## config.mk

```make
export PLATFORM = sky130hd
export DESIGN_NAME = tdl_ctrl
export DESIGN_NICKNAME = d
export VERILOG_FILES = /design/src/sv/tdl_pkg.sv /design/src/sv/tdl_ctrl.sv
export SDC_FILE = /design/constraint.sdc
export NUM_CORES = 1
export LEC_CHECK = 0
export BUFFER_PORTS_ARGS = -buffer_cell sky130_fd_sc_hd__clkbuf_2
export CORE_AREA = 2 2 39 41
export DETAILED_ROUTE_END_ITERATION = 8
export DIE_AREA = 0 0 41 43
export SLEW_MARGIN = 30
export SYNTH_ARGS = -nofsm -noshare
export SYNTH_HDL_FRONTEND = slang
export SYNTH_SLANG_ARGS = --single-unit
export TNS_END_PERCENT = 10
```

## constraint.sdc

```tcl
create_clock -name clock -period 3.2 [get_ports clock]
set_input_delay 0.16 -clock clock [delete_from_list [all_inputs] [get_ports clock]]
set_output_delay 0.16 -clock clock [all_outputs]
set_load 0.02 [all_outputs]
```

## src/sv/tdl_pkg.sv

```systemverilog
`timescale 1ns / 1ps
package tdl_pkg;
   localparam int MaxEntriesDefault = 1024;
   localparam int MaxVarintBytes = 10;

   typedef enum logic [2:0] {
      ST_HIT = 3'd0, ST_LEAF = 3'd1, ST_MISS = 3'd2, ST_NODIR = 3'd3,
      ST_LOADED = 3'd4, ST_TOOMANY = 3'd5, ST_TRUNC = 3'd6
   } status_type;

   typedef enum logic [2:0] {
      PH_COUNT = 3'd0, PH_IDS = 3'd1, PH_RUNS = 3'd2, PH_LENS = 3'd3,
      PH_OFFS = 3'd4, PH_DONE = 3'd5, PH_DISCARD = 3'd6
   } phase_type;

   // controller -> datapath
   typedef struct packed {
      logic load_byte;    // take a directory byte (parser step)
      logic hil_init;     // latch query, start Hilbert walk
      logic hil_step;     // one Hilbert bit
      logic srch_init;    // start binary search
      logic srch_read;    // issue store read at mid
      logic srch_cmp;     // compare with read data
      logic fin_read;     // read entry at pick
      logic emit_query;   // drive query result
   } cmd_type;

   // datapath -> controller
   typedef struct packed {
      logic hil_done;
      logic srch_done;
   } stat_type;
endpackage

```

## src/sv/tdl_ctrl.sv

```systemverilog
`timescale 1ns / 1ps
module tdl_ctrl (
   input  logic              clock,
   input  logic              reset,
   input  logic              start,
   input  logic              req_command,
   input  tdl_pkg::stat_type stat,
   output tdl_pkg::cmd_type  cmd,
   output logic              busy
);
   import tdl_pkg::*;

   typedef enum logic [6:0] {
      S_IDLE  = 7'b0000001,
      S_HIL   = 7'b0000010,
      S_SINIT = 7'b0000100,
      S_SREAD = 7'b0001000,
      S_SCMP  = 7'b0010000,
      S_FREAD = 7'b0100000,
      S_EMIT  = 7'b1000000
   } state_type;

   state_type state_ff, state_in;

   always_comb begin
      state_in = state_ff;
      cmd = '0;
      unique case (state_ff)
         S_IDLE: begin
            if (start) begin
               if (req_command) begin
                  cmd.hil_init = 1'b1;
                  state_in = S_HIL;
               end else begin
                  cmd.load_byte = 1'b1;
               end
            end
         end
         S_HIL: begin
            cmd.hil_step = 1'b1;
            if (stat.hil_done) state_in = S_SINIT;
         end
         S_SINIT: begin
            cmd.srch_init = 1'b1;
            state_in = S_SREAD;
         end
         S_SREAD: begin
            if (stat.srch_done) begin
               cmd.fin_read = 1'b1;
               state_in = S_FREAD;
            end else begin
               cmd.srch_read = 1'b1;
               state_in = S_SCMP;
            end
         end
         S_SCMP: begin
            cmd.srch_cmp = 1'b1;
            state_in = S_SREAD;
         end
         S_FREAD: state_in = S_EMIT;
         S_EMIT: begin
            cmd.emit_query = 1'b1;
            state_in = S_IDLE;
         end
         default: state_in = S_IDLE;
      endcase
   end

   assign busy = (state_ff != S_IDLE);

   always_ff @(posedge clock) begin
      if (reset) state_ff <= S_IDLE;
      else       state_ff <= state_in;
   end
endmodule

```

==> results of run 1 <==
[cell families after synthesis]
group | count (synthesis) | share of synthesized area (%)
AND/OR/NAND/NOR | 33 | 40.2
AO/OA/AOI/OAI | 8 | 11.1
flip-flops | 7 | 28.3
buffers and inverters | 9 | 14.6
XOR/XNOR | 2 | 3.54
adder cells (fa/ha/maj) | 1 | 2.27
[through the flow]
step / total power, mW / std cells / util (%) / hold WS [ps] / setup slack (ps)
2_1_floorplan: 0.127 / 60 / - / 232 / 1430
3_3_place_gp: 0.135 / 84 / 37.9 / 372 / 1610
3_5_place_dp: 0.135 / 84 / 37.9 / 374 / 1610
4_1_cts: 0.214 / 88 / 39.8 / 102 / 1320
5_1_grt: 0.227 / 88 / 39.8 / 93.9 / 1140
6_report: 0.212 / 88 / 39.8 / 108 / 1320
[cells in the mapped netlist]
library cell	instances	share of area [%]
a21oi_2	1	1.8
inv_1	3	2.3
and3_1	1	1.3
or4_4	1	2.3
buf_8	2	6.1
nor4_2	1	2.5
o211ai_1	1	1.5
nand2b_1	1	1.3
nor3_1	3	3.0
buf_4	2	3.0
dfxtp_1	7	28
o21bai_1	1	1.5
buf_6	1	2.3
o22a_1	1	1.8
nand4bb_1	1	2.3
and3_2	1	1.5
nand2_1	4	3.0
xor2_1	2	3.5
a211oi_1	1	1.5
nand4b_1	1	1.8
nor3b_1	5	7.6
buf_2	1	1.0
a21oi_1	2	2.0
nand3_1	3	3.0
nor4b_1	1	1.8
o21ai_0	1	1.0
nor2_1	9	6.8
maj3_2	1	2.3
and4b_1	1	2.0
[critical path: stages (launching register included)]
cell and delay, ps:
dfxtp_1 370, nor4_2 490, nand2_1 210, nor3b_1 210, clkbuf_2 200
[power groups by stage]
stage / logic (mW) / registers, mW / clock network (mW)
detailed placement: 0.0386 / 0.0961 / 0
floorplan: 0.0350 / 0.0922 / 0
global placement: 0.0386 / 0.0963 / 0
CTS: 0.0388 / 0.0944 / 0.0813
finish: 0.0386 / 0.0945 / 0.0784
global route: 0.0433 / 0.0950 / 0.0888
[metal layers]
metal	vias up	share of wire (%)
met1	201	46
met4	0	0
met5	-	0
met2	12	47
li1	233	-
met3	0	7.2
[layout make-up]
| class | count | area share [%] |
|---|---|---|
| Clock buffer | 4 | 4.77 |
| Timing Repair Buffer | 14 | 12.7 |
| Inverter | 3 | 2.05 |
| Tap cell | 16 | 3.64 |
| Multi-Input combinational cell | 44 | 51.4 |
| Sequential cell | 7 | 25.5 |
[how the worst max path moves through the flow]
stage	to	depth (start not counted)
floorplan	cmd[7]	4
global placement	cmd[7]	4
detailed placement	cmd[7]	4
CTS	cmd[7]	4
global route	cmd[7]	4
finish	cmd[7]	4
==> metrics.cfg, run 1 <==
[status]
status = finished clean

[layout]
final_common_cell = clkbuf_2
largest_register_ff_count = 7
top_register = state_ff
area_growth_pct = 11.1
layout_common_cells = clkbuf_2, nor2_1, dfxtp_1
postLayoutCellArea_um2 = 551
final-seq-area_um2 = 140
antenna_cells = 0
drive_gt1_share_pct = 30.6
top_regs = state_ff: 7 flops
fillers = 146
nets = 79
multiInputGateArea_um2 = 283

[pwr]
power_density_nw_per_um2 = 384
swShare_pct = 27.3
sequentialPowerShare_pct = 44.7
leakagePower_nw = 0.256
combinationalPowerShare_pct = 18.2
p_switching_mw = 0.0577
p_int_mw = 0.154
pwr-share-clk_pct = 37.1
peakVddDrop_uv = 208

[global_route]
grtUsageMet2_pct = 15.9
use_met1_pct = 19.9
grt_max_degree = 10
top_usage_layer = met1
grt_use_met3_pct = 9.42
grt.overflow.total = 0
grt_first_pass_wirelength_mm = 1.57
track_usage_pct = 13.4
antenna_found_initial = 0
grt_pass1_vias = 376

[critical_path]
crit_type = reg -> out
reg2reg_depth = 4
crit_fanout = 7
cp_data_arrival_time_ps = 1720
cp-startpoint = state_ff[5]$_SDFFE_PP0P_
ff2ff_setup_slack_ps = 1650
startpoint_type = register
r2r-start = state_ff[4]$_SDFFE_PP0P_
timing.rr.end = state_ff[0]$_SDFFE_PP1P_
end_kind = primary output
required_ps = 3040

[logic_synthesis]
yosysSeqAreaShare_pct = 28.3
syn_area_um2 = 495
yosys_warnings = 0
netlist_instances = 60
avgSynthCellArea_um2 = 8.26
synth_nets = 66
ys_seq_elements = 7
ys_types = 29

[timing]
hold_viol = 0
fin_crit_ps = 1880
clock.fmax_ghz = 0.531
setup_viol = 0
finalCritPeriodShare_pct = 58.9
finalSetupTns_ps = 0
rsz0062_at_grt = no
maxSlewViolCount = 0
slew_headroom_pct = 69.8
finalClockSkew_ps = 5.62
worst_pin_slew_ps = 449

[hold_path]
hp-class = in -> reg
hold_depth = 2
min_to = state_ff[4]$_SDFFE_PP0P_
min-delay-start = stat[0]

[routing]
detail_route.wirelength_um = 920
wl_per_cell_um = 10.5
drc = 0
drt_iter0_drc = 8
first_pass_iters = 4
vias = 446
ant_nets = 0
via_per_inst = 5.07

[placed_design]
gp_congestion = 0.785
io_buffers = 14
placed_area_um2 = 524
place_hpwl_um = 692

[flow_run]
drv_cap = 0

[die]
dieWidth_um = 41
die_y_um = 43
fp.dieArea_um2 = 1760
core_um2 = 1380
rows = 14
start_util_pct = 35.8
io-pin-count = 15

[cts]
clk_latency_ps = 250
clkSinkCount = 7
cts_tree = yes
clk_pin_slew_ps = 50
post_cts.repair.setup_buffers = 0
clock_path_buffers = 2
cts-resized-gates = 0
numCtsBuffers = 3
htreeDepth = 1
ctsRootBufferMaster = clkbuf_4
ctsHoldBuffers = 0

No activity file was read; power rests on OpenSTA's default activity.
==> run 2: changes to the inputs <==
==> constraint.sdc (replaced) <==
create_clock -name clock -period 1.79 [get_ports clock]
set_input_delay 0.0895 -clock clock [delete_from_list [all_inputs] [get_ports clock]]
set_output_delay 0.0895 -clock clock [all_outputs]
set_load 0.02 [all_outputs]
==> run 2 against run 1 <==
Net effect:
- via count grew 1.8%
- clock power up 80%
- power up 80%
- non-clock buffer count unchanged
- final cell count unchanged
- register-to-register slack lost 1400 ps
- sequential share of layout area shrank 0.51 points
- sequential power up 80%
- setup slack worse by 1200 ps
- final area rose by 3.0%
- flip-flop and latch count stayed put
- global-route usage grew 1.9 points
- largest cell class unchanged
==> metrics.cfg, run 2 (synthesis results as in run 1) <==
[cts]
cts_tree = yes
clk_latency_ps = 250  ; about the same
clkSinkCount = 7  ; unchanged
numCtsBuffers = 3  ; unchanged
clock_path_buffers = 2  ; unchanged
ctsRootBufferMaster = clkbuf_4
htreeDepth = 1  ; unchanged
clk_pin_slew_ps = 50  ; about the same
post_cts.repair.setup_buffers = 0  ; unchanged

[pwr]
power_density_nw_per_um2 = 671  ; +75%
leakagePower_nw = 0.266  ; +3.7%
peakVddDrop_uv = 456  ; +120%
total_power_mw = 0.380  ; +80%

[critical_path]
required_ps = 1700  ; -1340 ps
path_buf_inv = 1  ; unchanged
crit_type = reg -> out
crit_fanout = 7  ; unchanged
crit_family = simple AND/OR/NAND/NOR gates
cpPeakStageDelay_ps = 410  ; -80 ps
slowest_stage = nor4_4
ff2ff_setup_slack_ps = 220  ; -1430 ps
cp_data_arrival_time_ps = 1630  ; -90 ps
end_kind = primary output
startpoint_type = register
path_cells = nor4_4, nand2_1, nor3b_1, clkbuf_2

[timing]
clock.fmax_ghz = 0.583
hold_viol = 0  ; unchanged
rsz0062_at_grt = yes
setup_viol = 0  ; unchanged
fin_crit_ps = 1710
slew_headroom_pct = 77.0  ; +7.2 points
finalClockSkew_ps = 0.645  ; -4.98 ps
maxSlewViolCount = 0  ; unchanged
finalCritPeriodShare_pct = 95.8
worst_pin_slew_ps = 344  ; -105 ps

[die]
rows = 14  ; unchanged
die_y_um = 43  ; unchanged
core_um2 = 1380  ; unchanged
dieWidth_um = 41  ; unchanged
start_util_pct = 35.8  ; unchanged
fp.dieArea_um2 = 1760  ; unchanged
io-pin-count = 15  ; unchanged

[global_route]
grt.overflow.total = 0  ; unchanged
grt_first_pass_wirelength_mm = 1.78  ; +14%
antenna_found_initial = 0  ; unchanged
grt_max_degree = 10  ; unchanged
grt_pass1_vias = 424  ; +13%
track_usage_pct = 15.3  ; +1.9 points

[routing]
first_pass_iters = 2  ; -2
detail_route.wirelength_um = 999  ; +8.6%
ant_nets = 0  ; unchanged
via_per_inst = 5.16  ; +1.8%
drt_iter0_drc = 5  ; -3
wl_per_cell_um = 11.4  ; +8.6%
drc = 0  ; unchanged
vias = 454  ; +1.8%

[layout]
top_regs = state_ff: 7 flops
largest_register_ff_count = 7  ; unchanged
nets = 79  ; unchanged
postLayoutCellArea_um2 = 567  ; +3.0%
area_growth_pct = 14.4
layout_common_cells = clkbuf_2, nor2_1, dfxtp_1
drive_gt1_share_pct = 34.7  ; +4.2 points
antenna_cells = 0  ; unchanged
final_common_cell = clkbuf_2
top_register = state_ff

[status]
status = finished clean

[hold_path]
hp-class = in -> reg

[placed_design]
placed_area_um2 = 524  ; unchanged
place_hpwl_um = 804  ; +16%
io_buffers = 14  ; unchanged
gp_congestion = 0.754  ; -3.9%

[flow_run]
drv_cap = 0  ; unchanged

## run 2: what timing repair did
action,in CTS,in global routing
gates resized for setup,1,2
hold buffers,0,0
setup endpoints to repair,1,4
cloned,0,0
## run 2: worst paths after layout
check                           start                  endpoint  depth (start not counted)
min reg2reg  state_ff[6]$_SDFFE_PP0P_  state_ff[6]$_SDFFE_PP0P_                          1
min                             reset  state_ff[1]$_SDFFE_PP0P_                          2
max          state_ff[5]$_SDFFE_PP0P_                    cmd[7]                          4
max reg2reg  state_ff[4]$_SDFFE_PP0P_  state_ff[0]$_SDFFE_PP1P_                          4
## run 2: per-layer routing
metal / vias to the layer above / wire [µm] / track usage [%]
met5: - / 0 / 0
met4: 0 / 0 / 6.00
met3: 0 / 41 / 9.42
met2: 7 / 515 / 20.6
met1: 212 / 442 / 19.1
li1: 235 / - / -
## run 2: where the power goes
| group | internal, mW | total, mW | switching, mW | leakage [nW] |
|---|---|---|---|---|
| logic | 0.0308 | 0.0690 | 0.0382 | 0.192 |
| registers | 0.160 | 0.170 | 0.00958 | 0.0564 |
| clock network | 0.0816 | 0.141 | 0.0598 | 0.0177 |
| total | 0.273 | 0.380 | 0.108 | 0.266 |
## run 2: layout make-up
cell class | count | area, µm²
inverters | 3 | 11.3
clock inverters | 1 | 5.00
well taps | 16 | 20.0
clock buffers | 3 | 22.5
repair buffers | 14 | 70.1
multi-input cells | 44 | 297
fillers | 154 | 817
flip-flops and latches | 7 | 141
## run 2: worst reg2reg max path: stages (launching register included)
cell and delay (ps):
dfxtp_1 390, or4_4 560, maj3_2 320, a21oi_2 100, nand3_1 80
## run 2: through the flow
| step | util [%] | setup TNS (ps) | worst slack [ps] | cells | hold WS (ps) |
|---|---|---|---|---|---|
| finish | 41.0 | 0 | 75.3 | 88 | 47.3 |
| global route | 41.0 | -45.9 | -45.9 | 88 | 23.7 |
| CTS | 40.5 | 0 | 77.5 | 88 | 37.8 |
| detailed placement | 37.9 | 0 | 235 | 84 | 315 |
| global placement | 37.9 | 0 | 265 | 84 | 310 |
| floorplan | - | 0 | 85.7 | 60 | 161 |
